==> config.mk <==
export PLATFORM = sky130hd
export DESIGN_NAME = aesbc_stage
export DESIGN_NICKNAME = d
export VERILOG_FILES = /design/src/hdl/aesbc_pkg.sv /design/src/hdl/aesbc_stage.sv
export SDC_FILE = /design/constraint.sdc
export NUM_CORES = 1
export LEC_CHECK = 0
export BUFFER_PORTS_ARGS = -buffer_cell sky130_fd_sc_hd__buf_2
export CORE_MARGIN = 2
export CORE_UTILIZATION = 55
export DETAILED_ROUTE_END_ITERATION = 16
export GPL_TIMING_DRIVEN = 0
export PLACE_DENSITY_LB_ADDON = 0.25
export SLEW_MARGIN = 40
export SYNTH_ARGS = -nofsm -noshare
export SYNTH_HDL_FRONTEND = slang
export SYNTH_SLANG_ARGS = --single-unit
==> constraint.sdc <==
create_clock -name i_clk -period 12.75 [get_ports i_clk]
set_input_delay 0.6375 -clock i_clk [delete_from_list [all_inputs] [get_ports i_clk]]
set_output_delay 0.6375 -clock i_clk [all_outputs]
set_load 0.1 [all_outputs]
==> src/hdl/aesbc_pkg.sv <==
// aesbc_pkg: shared types, constants and round functions of the aes block engine
// no dependencies; sbox tables are built by constant functions at elaboration
`timescale 1ns / 1ps

package aesbc_pkg;

    localparam int DEF_MAX_ROUNDS = 14;
    localparam int RC_W           = 4;
    localparam int IDX_W          = 4;
    localparam int BLK_W          = 128;
    localparam logic [RC_W-1:0] MIN_ROUNDS = 4'd10;

    typedef enum logic [1:0] {
        KIND_LOAD_ENC = 2'd0,
        KIND_LOAD_DEC = 2'd1,
        KIND_ENC      = 2'd2,
        KIND_DEC      = 2'd3
    } t_kind;

    typedef struct packed {
        t_kind            kind;
        logic [IDX_W-1:0] idx;
        logic             last;
    } t_ctl;

    typedef logic [7:0] t_tab [256];

    // field multiply, elaboration only
    function automatic logic [7:0] f_gmul(input logic [7:0] a_in, input logic [7:0] b_in);
        logic [7:0] a;
        logic [7:0] b;
        logic [7:0] p;
        a = a_in;
        b = b_in;
        p = 8'h00;
        for (int i = 0; i < 8; i++) begin
            if (b[0]) p = p ^ a;
            a = a[7] ? ((a << 1) ^ 8'h1b) : (a << 1);
            b = b >> 1;
        end
        return p;
    endfunction

    function automatic logic [7:0] f_ginv(input logic [7:0] x);
        logic [7:0] r;
        logic [7:0] base;
        r    = 8'h01;
        base = x;
        for (int e = 0; e < 8; e++) begin
            // exponent 254: every bit set except bit 0
            if (e != 0) r = f_gmul(r, base);
            base = f_gmul(base, base);
        end
        return r;
    endfunction

    function automatic logic [7:0] f_rotl(input logic [7:0] b, input int n);
        return (b << n) | (b >> (8 - n));
    endfunction

    function automatic t_tab f_make_sbox();
        t_tab t;
        logic [7:0] b;
        for (int i = 0; i < 256; i++) begin
            b = f_ginv(8'(i));
            t[i] = b ^ f_rotl(b, 1) ^ f_rotl(b, 2) ^ f_rotl(b, 3) ^ f_rotl(b, 4) ^ 8'h63;
        end
        return t;
    endfunction

    function automatic t_tab f_make_inv_sbox();
        t_tab t;
        logic [7:0] y;
        for (int i = 0; i < 256; i++) begin
            y = 8'(i);
            t[i] = f_ginv(f_rotl(y, 1) ^ f_rotl(y, 3) ^ f_rotl(y, 6) ^ 8'h05);
        end
        return t;
    endfunction

    localparam t_tab SBOX     = f_make_sbox();
    localparam t_tab INV_SBOX = f_make_inv_sbox();

    function automatic logic [7:0] f_xt(input logic [7:0] a);
        return a[7] ? ((a << 1) ^ 8'h1b) : (a << 1);
    endfunction

    // one encryption round without key add, byte 0 in the top bits
    function automatic logic [BLK_W-1:0] f_enc_round(input logic [BLK_W-1:0] st,
                                                     input logic mix);
        logic [7:0] s [16];
        logic [7:0] t [16];
        logic [7:0] a0, a1, a2, a3;
        logic [BLK_W-1:0] res;
        for (int i = 0; i < 16; i++) s[i] = st[127-8*i -: 8];
        for (int c = 0; c < 4; c++)
            for (int r = 0; r < 4; r++)
                t[r+4*c] = SBOX[s[r+4*((c+r)&3)]];
        for (int c = 0; c < 4; c++) begin
            a0 = t[4*c]; a1 = t[4*c+1]; a2 = t[4*c+2]; a3 = t[4*c+3];
            if (mix) begin
                t[4*c]   = f_xt(a0) ^ f_xt(a1) ^ a1 ^ a2 ^ a3;
                t[4*c+1] = a0 ^ f_xt(a1) ^ f_xt(a2) ^ a2 ^ a3;
                t[4*c+2] = a0 ^ a1 ^ f_xt(a2) ^ f_xt(a3) ^ a3;
                t[4*c+3] = f_xt(a0) ^ a0 ^ a1 ^ a2 ^ f_xt(a3);
            end
        end
        for (int i = 0; i < 16; i++) res[127-8*i -: 8] = t[i];
        return res;
    endfunction

    // one round of the equivalent inverse cipher without key add
    function automatic logic [BLK_W-1:0] f_dec_round(input logic [BLK_W-1:0] st,
                                                     input logic mix);
        logic [7:0] s [16];
        logic [7:0] t [16];
        logic [7:0] a [4];
        logic [7:0] m9 [4];
        logic [7:0] m11 [4];
        logic [7:0] m13 [4];
        logic [7:0] m14 [4];
        logic [7:0] x2, x4, x8;
        logic [BLK_W-1:0] res;
        for (int i = 0; i < 16; i++) s[i] = st[127-8*i -: 8];
        for (int c = 0; c < 4; c++)
            for (int r = 0; r < 4; r++)
                t[r+4*c] = INV_SBOX[s[r+4*((c-r+4)&3)]];
        for (int c = 0; c < 4; c++) begin
            for (int k = 0; k < 4; k++) begin
                a[k]   = t[4*c+k];
                x2     = f_xt(a[k]);
                x4     = f_xt(x2);
                x8     = f_xt(x4);
                m9[k]  = x8 ^ a[k];
                m11[k] = x8 ^ x2 ^ a[k];
                m13[k] = x8 ^ x4 ^ a[k];
                m14[k] = x8 ^ x4 ^ x2;
            end
            if (mix) begin
                t[4*c]   = m14[0] ^ m11[1] ^ m13[2] ^ m9[3];
                t[4*c+1] = m9[0] ^ m14[1] ^ m11[2] ^ m13[3];
                t[4*c+2] = m13[0] ^ m9[1] ^ m14[2] ^ m11[3];
                t[4*c+3] = m11[0] ^ m13[1] ^ m9[2] ^ m14[3];
            end
        end
        for (int i = 0; i < 16; i++) res[127-8*i -: 8] = t[i];
        return res;
    endfunction

endpackage

==> src/hdl/aesbc_stage.sv <==
// aesbc_stage: one pipeline slot of the aes engine with its two round keys
// depends on aesbc_pkg; stage 0 does the initial key add, others a round if active
`timescale 1ns / 1ps

module aesbc_stage #(
    parameter int STAGE = 0
) (
    input  logic                      i_clk,
    input  logic                      i_rst_n,
    input  logic [aesbc_pkg::RC_W-1:0] i_nr,
    input  logic                      i_vld,
    input  aesbc_pkg::t_ctl           i_ctl,
    input  logic [aesbc_pkg::BLK_W-1:0] i_data,
    input  logic                      i_nxt_rdy,
    output logic                      o_rdy,
    output logic                      o_vld,
    output aesbc_pkg::t_ctl           o_ctl,
    output logic [aesbc_pkg::BLK_W-1:0] o_data
);
    import aesbc_pkg::*;

    logic             r_vld;
    t_ctl             r_ctl;
    logic [BLK_W-1:0] r_data;
    logic [BLK_W-1:0] r_ek;
    logic [BLK_W-1:0] r_dk;
    logic [BLK_W-1:0] n_data;
    logic [BLK_W-1:0] rnd;
    logic [BLK_W-1:0] key;
    logic             mv;
    logic             is_blk;
    logic             is_dec;

    // slot is free or drains this cycle
    assign o_rdy  = !r_vld || i_nxt_rdy;
    assign mv     = i_vld && o_rdy;
    assign is_blk = (i_ctl.kind == KIND_ENC) || (i_ctl.kind == KIND_DEC);
    assign is_dec = (i_ctl.kind == KIND_DEC);
    assign key    = is_dec ? r_dk : r_ek;

    // round datapath, rounds past the active count pass through
    generate
        if (STAGE == 0) begin : g_init
            assign rnd = i_data ^ key;
        end else begin : g_round
            logic act;
            logic mix;
            assign act = (RC_W'(STAGE) <= i_nr);
            assign mix = (RC_W'(STAGE) < i_nr);
            assign rnd = act ? ((is_dec ? f_dec_round(i_data, mix)
                                        : f_enc_round(i_data, mix)) ^ key)
                             : i_data;
        end
    endgenerate

    // key loads travel untouched
    assign n_data = is_blk ? rnd : i_data;

    // slot valid
    always_ff @(posedge i_clk) begin
        if (!i_rst_n) begin
            r_vld <= 1'b0;
        end else if (o_rdy) begin
            r_vld <= i_vld;
        end
    end

    // slot payload and key writes as a key load passes this slot
    always_ff @(posedge i_clk) begin
        if (mv) begin
            r_ctl  <= i_ctl;
            r_data <= n_data;
            if (i_ctl.kind == KIND_LOAD_ENC && i_ctl.idx == IDX_W'(STAGE)) r_ek <= i_data;
            if (i_ctl.kind == KIND_LOAD_DEC && i_ctl.idx == IDX_W'(STAGE)) r_dk <= i_data;
        end
    end

    assign o_vld  = r_vld;
    assign o_ctl  = r_ctl;
    assign o_data = r_data;

endmodule

======== Word level (Yosys, flattened, before mapping) ========
Cells that the tools add are included.
operators by class
  reduce and logical (&&, ||, !) cells .... 10
  equality and inequality tests ........... 3
  bitwise gates (word level) .............. 1
  muxes and demuxes ....................... 2
operators with widths
  operator                                        number
  two-way mux 128 bit                             2
  bitwise XOR 128 bit                             1
  == test 2 bit (second input constant)           2
  logical NOT 4 bit                               1
  AND reduction 2 bit                             2
  logical AND 1 bit                               3
  == test 2 x 1 -> 1 bit (second input constant)  1
  logical NOT 2 bit                               1
  logical OR 1 bit                                2
  logical NOT 1 bit                               1
word-level totals
  logic and storage cells ................. 23
  bits in registers ....................... 392
  output and inout bits ................... 137

======== Longest topological paths before layout ========
Gate-level depths: netlist of the first run.
  depth in word-level cells ............... 4
  depth in mapped cells ................... 5
  mapped depth without buffers ............ 3

======== Worst setup path before layout of the first run ========
Ideal clock, no wire load.
  path type ............................... register to register
  start ................................... register r_vld (netlist: o_vld)
  end ..................................... register r_dk[0] (enable)
  cell stages (with the launch flop) ...... 4
  setup time .............................. 617 ps
  data arrival time ....................... 7,165 ps
  data required time ...................... 12,133 ps
  slack ................................... 4,968 ps
  clock period less this slack ............ 7,782 ps
  path through ............................ dfxtp_1 > nand2b_1 > nand4_1 > nor2_1
between the ends
  cells in the longest elaborated chain, start to end .. 4
RTL lines
  what                                  line               text
  start: declaration                    aesbc_stage.sv:22  logic r_vld;
  start signal: assignment              aesbc_stage.sv:64  r_vld <= i_vld;
  logical NOT 1 bit                     aesbc_stage.sv:35  assign o_rdy = !r_vld || i_nxt_rdy;
  logical OR 1 bit                      aesbc_stage.sv:35
  named net o_rdy                       aesbc_stage.sv:15  output logic o_rdy,
  logical AND 1 bit                     aesbc_stage.sv:36  assign mv = i_vld && o_rdy;
  AND reduction 2 bit (no source line)  -
  end signal: assignment                aesbc_stage.sv:74  if (i_ctl.kind == KIND_LOAD_DEC && i_ctl.idx == IDX_W'(STAGE)) r_dk <= i_data;
  end: declaration                      aesbc_stage.sv:26  logic [BLK_W-1:0] r_dk;
The timed path passes the listed nets, and every way through them passes these cells.
A chain may end at the register's enable or synchronous reset.

======== Worst setup path in the final report of the first run ========
  start ................................... input i_ctl[6] (netlist bit)
  end ..................................... register r_ek[51] (enable)
between the ends
  cells in the longest elaborated chain, start to end .. 3
RTL lines
  what                                  line               text
  start: declaration                    aesbc_stage.sv:12  input aesbc_pkg::t_ctl i_ctl,
  logical NOT 2 bit                     aesbc_stage.sv:73  if (i_ctl.kind == KIND_LOAD_ENC && i_ctl.idx == IDX_W'(STAGE)) r_ek <= i_data;
  logical AND 1 bit                     aesbc_stage.sv:73
  AND reduction 2 bit (no source line)  -
  end signal: assignment                aesbc_stage.sv:73
  end: declaration                      aesbc_stage.sv:25  logic [BLK_W-1:0] r_ek;
Every way passes these cells.

==> reports/results.ini, run 1 <==
[outcome]
status=complete, no violations

[sta]
worst_pin_slew_ns=0.719
slew_headroom_pct=52.0
clock-skew-final_ns=0.0119
rsz0062_at_grt=false
setup_tns_ns=0
period_share_pct=18.6
drv_slew=0
setup_violations=0
fin_crit_ns=2.37
hold_violations=0
fmax_mhz=423
setup_slack_ns=10.38

[critical_path]
crit_path_max_fanout=16
crit_top_cell=buf_8
crit_path_max_incr_delay_ns=0.31
crit_type=in -> reg
cp.required_ns=12.97
cp_slowest_cell=nor3_1
arrival_ns=2.58
endpoint_kind=flop
crit_chain=buf_2 > clkbuf_1 > nor3_1 > nand4_1 > nor2_4 > buf_8 > buf_8 > buf_8 > buf_16
r2r_slack_ns=10.78
cp-start-kind=primary input

[routing]
vias=7837
ant_nets=0
drc=0
wl_per_cell_um=18.5
dr.pass1.iters=4
wl_um=28300
first_iter_violations=447
vias_per_cell=5.13

[floorplan]
die_w_um=169
core_um2=26900
io_pins=280
die-area_um2=28600
rows=60
die_height_um=169
initial_core_util_pct=55.8

[place]
place_ws_ns=9.86
hpwl_um=19300
gp_congestion=0.722
port_buffers=275

[layout]
drive_above_1_share_pct=42.0
final_cell_mix=edfxtp_1 (391), buf_2 (281), mux2_2 (128), nand2_1 (128), xnor2_1 (128)
n_fill_cell=1821
nets=1294
layout_commonest_cell=edfxtp_1
syn_to_final_growth_pct=23.1

[synthesis]
ys_types=16
syn_nets=957
synth.cell_area_um2=15000
yosysWarnings=0
avgSynthCellArea_um2=18.4
ys_ff_latch=392
ys_seq_area_share_pct=78.4
syn_inst=814

[clock_tree]
cts_inserted_buffers=39
post_cts_buffers=0
clock_latency_ns=0.52
cts_resized=0
clockBufferDepth=3
cts_tree=yes
clockRootBuffer=clkbuf_16
cts.hold.buffers_added=0
cts.clk_slew.worst_paths_ns=0.06
clock_sinks=392
cts_htree_levels=2

[global_route]
track_usage_pct=19.7
antenna_found_initial=10
grt_first_pass_wirelength_um=43100
grt_max_degree=41
grt_overflow=0
grt_pass1_vias=7997

[pwr]
powerDensity_nw_per_um2=160
p_leak_nw=6.68
irDropWorstVdd_mv=0.112

[run]
cap_violations=0

[hold_path]
hp-class=in -> reg

[cells by family (layout without fill, tap and decap cells)]
family / Yosys count / in the layout / share of synthesized area, %
AOI/OAI and AO/OA: 1 / 1 / 0.0500
xor gates and xnor gates: 128 / 128 / 7.47
buffers and inverters: 30 / 396 / 1.08
DFF: 392 / 392 / 78.4
muxes: 128 / 128 / 9.60
other: 0 / 6 / 0
and+or+nand+nor: 135 / 135 / 3.43
[metal layers]
metal | share of wire [%] | up-vias | track usage [%]
met5 | 0.24 | - | 0
met4 | 2.3 | 10 | 6.35
met3 | 7.2 | 52 | 6.67
met2 | 50 | 227 | 32.7
met1 | 41 | 3878 | 24.5
li1 | - | 3670 | -
[power breakdown]
part	leakage, nW	switching [mW]	total (mW)	internal (mW)
Clock	0.591	0.449	1.07	0.624
Sequential	3.62	0.00846	1.47	1.46
Combinational	2.47	0.322	0.406	0.0840
Total	6.68	0.780	2.95	2.17
[synth_stat cells (all sizes together)]
master | instances | area (um2)
nor2 | 3 | 11.3
buf | 18 | 116
nor3 | 1 | 5.00
nand4 | 1 | 6.26
xnor2 | 128 | 1120
a21boi | 1 | 7.51
inv | 2 | 7.51
clkbuf | 10 | 37.5
nand2b | 1 | 6.26
nand2 | 128 | 480
mux2 | 128 | 1440
edfxtp | 391 | 11700
and2 | 1 | 6.26
dfxtp | 1 | 20.0
[layout make-up]
cell class	instances	area, um2	area share [%]
Sequential cell	392	11800	63.7
Multi-Input combinational cell	392	3100	16.8
Timing Repair Buffer	296	1810	9.78
Clock buffer	47	1050	5.68
Tap cell	341	427	2.31
Buffer	28	154	0.833
Clock inverter	23	153	0.826
Antenna cell	6	15.0	0.0813
Inverter	2	7.51	0.0406
[state kept, by name, indices dropped and copies added (netlist names)]
name and count:
o_ctl 7, o_data 128, o_vld 1, r_dk 128, r_ek 128
[critical path: cells and delay by family]
kind / cells / cell delay, ns
buf+inv: 6 / 1.13
simple gates: 3 / 0.78
[worst paths after layout]
check | from | endpoint | cells after the start
worst max register to register | o_vld$_SDFFE_PN0P_ | r_ek[51]$_DFFE_PP_ | 7
worst min-delay path | i_ctl[0] | o_ctl[0]$_DFFE_PP_ | 1
worst min register to register | o_vld$_SDFFE_PN0P_ | o_vld$_SDFFE_PN0P_ | 2
worst max-delay path | i_ctl[6] | r_ek[51]$_DFFE_PP_ | 9
[through the flow]
stage / power (mW) / cells / hold WS (ns) / instance area [um2] / utilization, %
2_1_floorplan: 1.82 / 814 / 0.693 / 15000 / -
3_3_place_gp: 1.91 / 1430 / 0.536 / 16800 / 62.6
3_5_place_dp: 1.91 / 1451 / 0.588 / 17300 / 64.2
4_1_cts: 2.98 / 1521 / 0.276 / 18500 / 68.7
5_1_grt: 3.05 / 1524 / 0.278 / 18500 / 68.7
6_report: 2.95 / 1527 / 0.292 / 18500 / 68.7
No activity file was read; power rests on OpenSTA's default activity.
==> inputs of run 2 (changes only) <==
--- a/config.mk
+++ b/config.mk
@@ -7,7 +7,7 @@
 export LEC_CHECK = 0
 export BUFFER_PORTS_ARGS = -buffer_cell sky130_fd_sc_hd__buf_2
 export CORE_MARGIN = 2
-export CORE_UTILIZATION = 55
+export CORE_UTILIZATION = 50
 export DETAILED_ROUTE_END_ITERATION = 16
 export GPL_TIMING_DRIVEN = 0
 export PLACE_DENSITY_LB_ADDON = 0.25
==> constraint.sdc (replaced) <==
create_clock -name i_clk -period 2.15 [get_ports i_clk]
set_input_delay 0.1075 -clock i_clk [delete_from_list [all_inputs] [get_ports i_clk]]
set_output_delay 0.1075 -clock i_clk [all_outputs]
set_load 0.1 [all_outputs]
==> run 2 against run 1 <==
Non-clock buffer count is 144 higher. Flip-flop and latch count unchanged. Global-route usage shrank 0.36 points. Clock-buffer cell count unchanged. Critical endpoint is now r_ek[62]$_DFFE_PP_. Total power rose to 6.0 times the previous value. Sequential share of layout area down 4.9 points. Via count up 5.4%. Combinational power rose to 6.5 times the previous value. Worst hold slack lost 0.11 ns. Sequential power increased to 6.0 times the previous value.
==> reports/results.ini, run 2 (synthesis results as in run 1) <==
[clock_tree]
cts_tree=yes  ; unchanged
clockBufferDepth=3  ; unchanged
cts_inserted_buffers=41  ; was 39
clock_latency_ns=0.51  ; was 0.52 ns
cts.clk_slew.worst_paths_ns=0.06  ; about the same
cts_htree_levels=2  ; unchanged
clock_sinks=392  ; unchanged
clockRootBuffer=clkbuf_16  ; unchanged

[layout]
syn_to_final_growth_pct=33.5  ; was 23.1%
n_fill_cell=2007  ; was 1821
nets=1440  ; was 1294
drive_above_1_share_pct=38.0  ; was 42.0%
final_cells=1710  ; was 1527
final_cell_mix=edfxtp_1 (391), buf_2 (281), dlygate4sd3_1 (137)  ; was edfxtp_1 (391), buf_2 (281), mux2_2 (128), nand2_1 (128), xnor2_1 (128)
layout_commonest_cell=edfxtp_1  ; unchanged

[routing]
ant_nets=0  ; unchanged
wl_um=30500  ; was 28300 um
vias=8262  ; was 7837
dr.pass1.iters=4  ; unchanged
vias_per_cell=4.83  ; was 5.13
drc=0  ; unchanged
wl_per_cell_um=17.9  ; was 18.5 um
first_iter_violations=441  ; was 447

[place]
port_buffers=275  ; unchanged
place_ws_ns=-0.679  ; was 9.86 ns
gp_congestion=0.734  ; was 0.722
hpwl_um=19400  ; was 19300 um
dp.cells=1502  ; was 1451

[global_route]
antenna_found_initial=2  ; was 10
grt_first_pass_wirelength_um=46600  ; was 43100 um
grt_max_degree=38  ; was 41
track_usage_pct=19.3  ; was 19.7%
grt_pass1_vias=8731  ; was 7997
grt_overflow=0  ; unchanged

[critical_path]
crit_type=in -> reg  ; unchanged
cp-start-kind=primary input  ; unchanged
crit_path_max_fanout=15  ; was 16
cp.required_ns=2.36  ; was 12.97 ns
endpoint_kind=flop  ; unchanged
arrival_ns=2.13  ; was 2.58 ns

[pwr]
irDropWorstVdd_mv=0.647  ; was 0.112 mV
powerDensity_nw_per_um2=890  ; was 160 nW/um2
p_leak_nw=7.31  ; was 6.68 nW

[sta]
worst_pin_slew_ns=0.695  ; was 0.719 ns
drv_slew=0  ; unchanged
slew_headroom_pct=53.7  ; was 52.0%
hold_violations=0  ; unchanged
clock-skew-final_ns=0.0140  ; was 0.0119 ns
period_share_pct=89.0
setup_slack_ns=0.237  ; was 10.38 ns
rsz0062_at_grt=false  ; unchanged
fin_crit_ns=1.91
setup_violations=0  ; unchanged
fmax_mhz=523

[floorplan]
rows=63  ; was 60
die_height_um=177  ; was 169 um
die-area_um2=31400  ; was 28600 um2
initial_core_util_pct=50.8  ; was 55.8%
die_w_um=177  ; was 169 um
core_um2=29600  ; was 26900 um2
io_pins=280  ; unchanged

[outcome]
status=complete, no violations  ; unchanged

[hold_path]
hp-class=in -> reg  ; unchanged

[run]
cap_violations=0  ; unchanged

## run 2: worst paths after layout
| kind | slack (ns) | from | depth (start not counted) | to |
|---|---|---|---|---|
| worst max-delay path | 0.24 | i_ctl[1] | 9 | r_ek[62]$_DFFE_PP_ |
| worst min-delay path | 0.18 | i_vld | 2 | o_data[65]$_DFFE_PP_ |
| worst max register to register | 0.30 | o_vld$_SDFFE_PN0P_ | 7 | r_ek[62]$_DFFE_PP_ |
| worst min register to register | 0.73 | r_dk[110]$_DFFE_PP_ | 3 | o_data[110]$_DFFE_PP_ |
## run 2: through the flow
stage / util, % / total power [mW] / area [um2] / TNS (ns) / hold WS, ns
after floorplan: - / 10.8 / 15000 / -428.65 / 0.206
after global placement: 57.2 / 11.3 / 16900 / -953.47 / 0.284
after detailed placement: 58.9 / 11.3 / 17400 / -94.66 / 0.288
after CTS: 67.6 / 18.0 / 20000 / 0 / 0.153
after global routing: 67.8 / 18.4 / 20000 / 0 / 0.172
final: 67.8 / 17.8 / 20000 / 0 / 0.183
## run 2: cell type report
class / instances / area (um2) / area share [%]
Clock inverter: 17 / 146 / 0.731
Timing Repair Buffer: 440 / 3300 / 16.5
Tap cell: 390 / 488 / 2.44
Buffer: 28 / 154 / 0.768
Antenna cell: 2 / 5.00 / 0.0250
Clock buffer: 47 / 1050 / 5.23
Multi-Input combinational cell: 392 / 3120 / 15.6
Inverter: 2 / 7.51 / 0.0375
Sequential cell: 392 / 11800 / 58.7
## run 2: per-layer routing
| layer | vias to the layer above | part of all wire [%] | GRT usage [%] |
|---|---|---|---|
| li1 | 3953 | - | - |
| met1 | 4023 | 42 | 24.9 |
| met2 | 244 | 50 | 32.9 |
| met3 | 42 | 6.7 | 4.42 |
| met4 | 0 | 1.8 | 5.57 |
| met5 | - | 0 | 0 |
## run 2: worst max-delay path, stage by stage
cell	delay [ns]
dlygate4sd3_1	0.53
buf_2	0.13
nor3_2	0.20
nand4_1	0.28
nor2_4	0.20
buf_4	0.18
buf_16	0.17
buf_16	0.17
buf_16	0.16
## run 2: power by group
group,internal [mW],switching (mW),total [mW]
Sequential,8.69,0.0607,8.75
Combinational,0.670,1.95,2.62
Clock,3.80,2.65,6.45
## run 2: timing repair
item / CTS / global route
hold buffers: 137 / 0
resized for setup: 1 / 0
hold endpoints to repair: 392 / 0
pin swaps: 1 / 1
endpoints found under the setup margin: 29 / 15
buffers inserted: 2 / 2
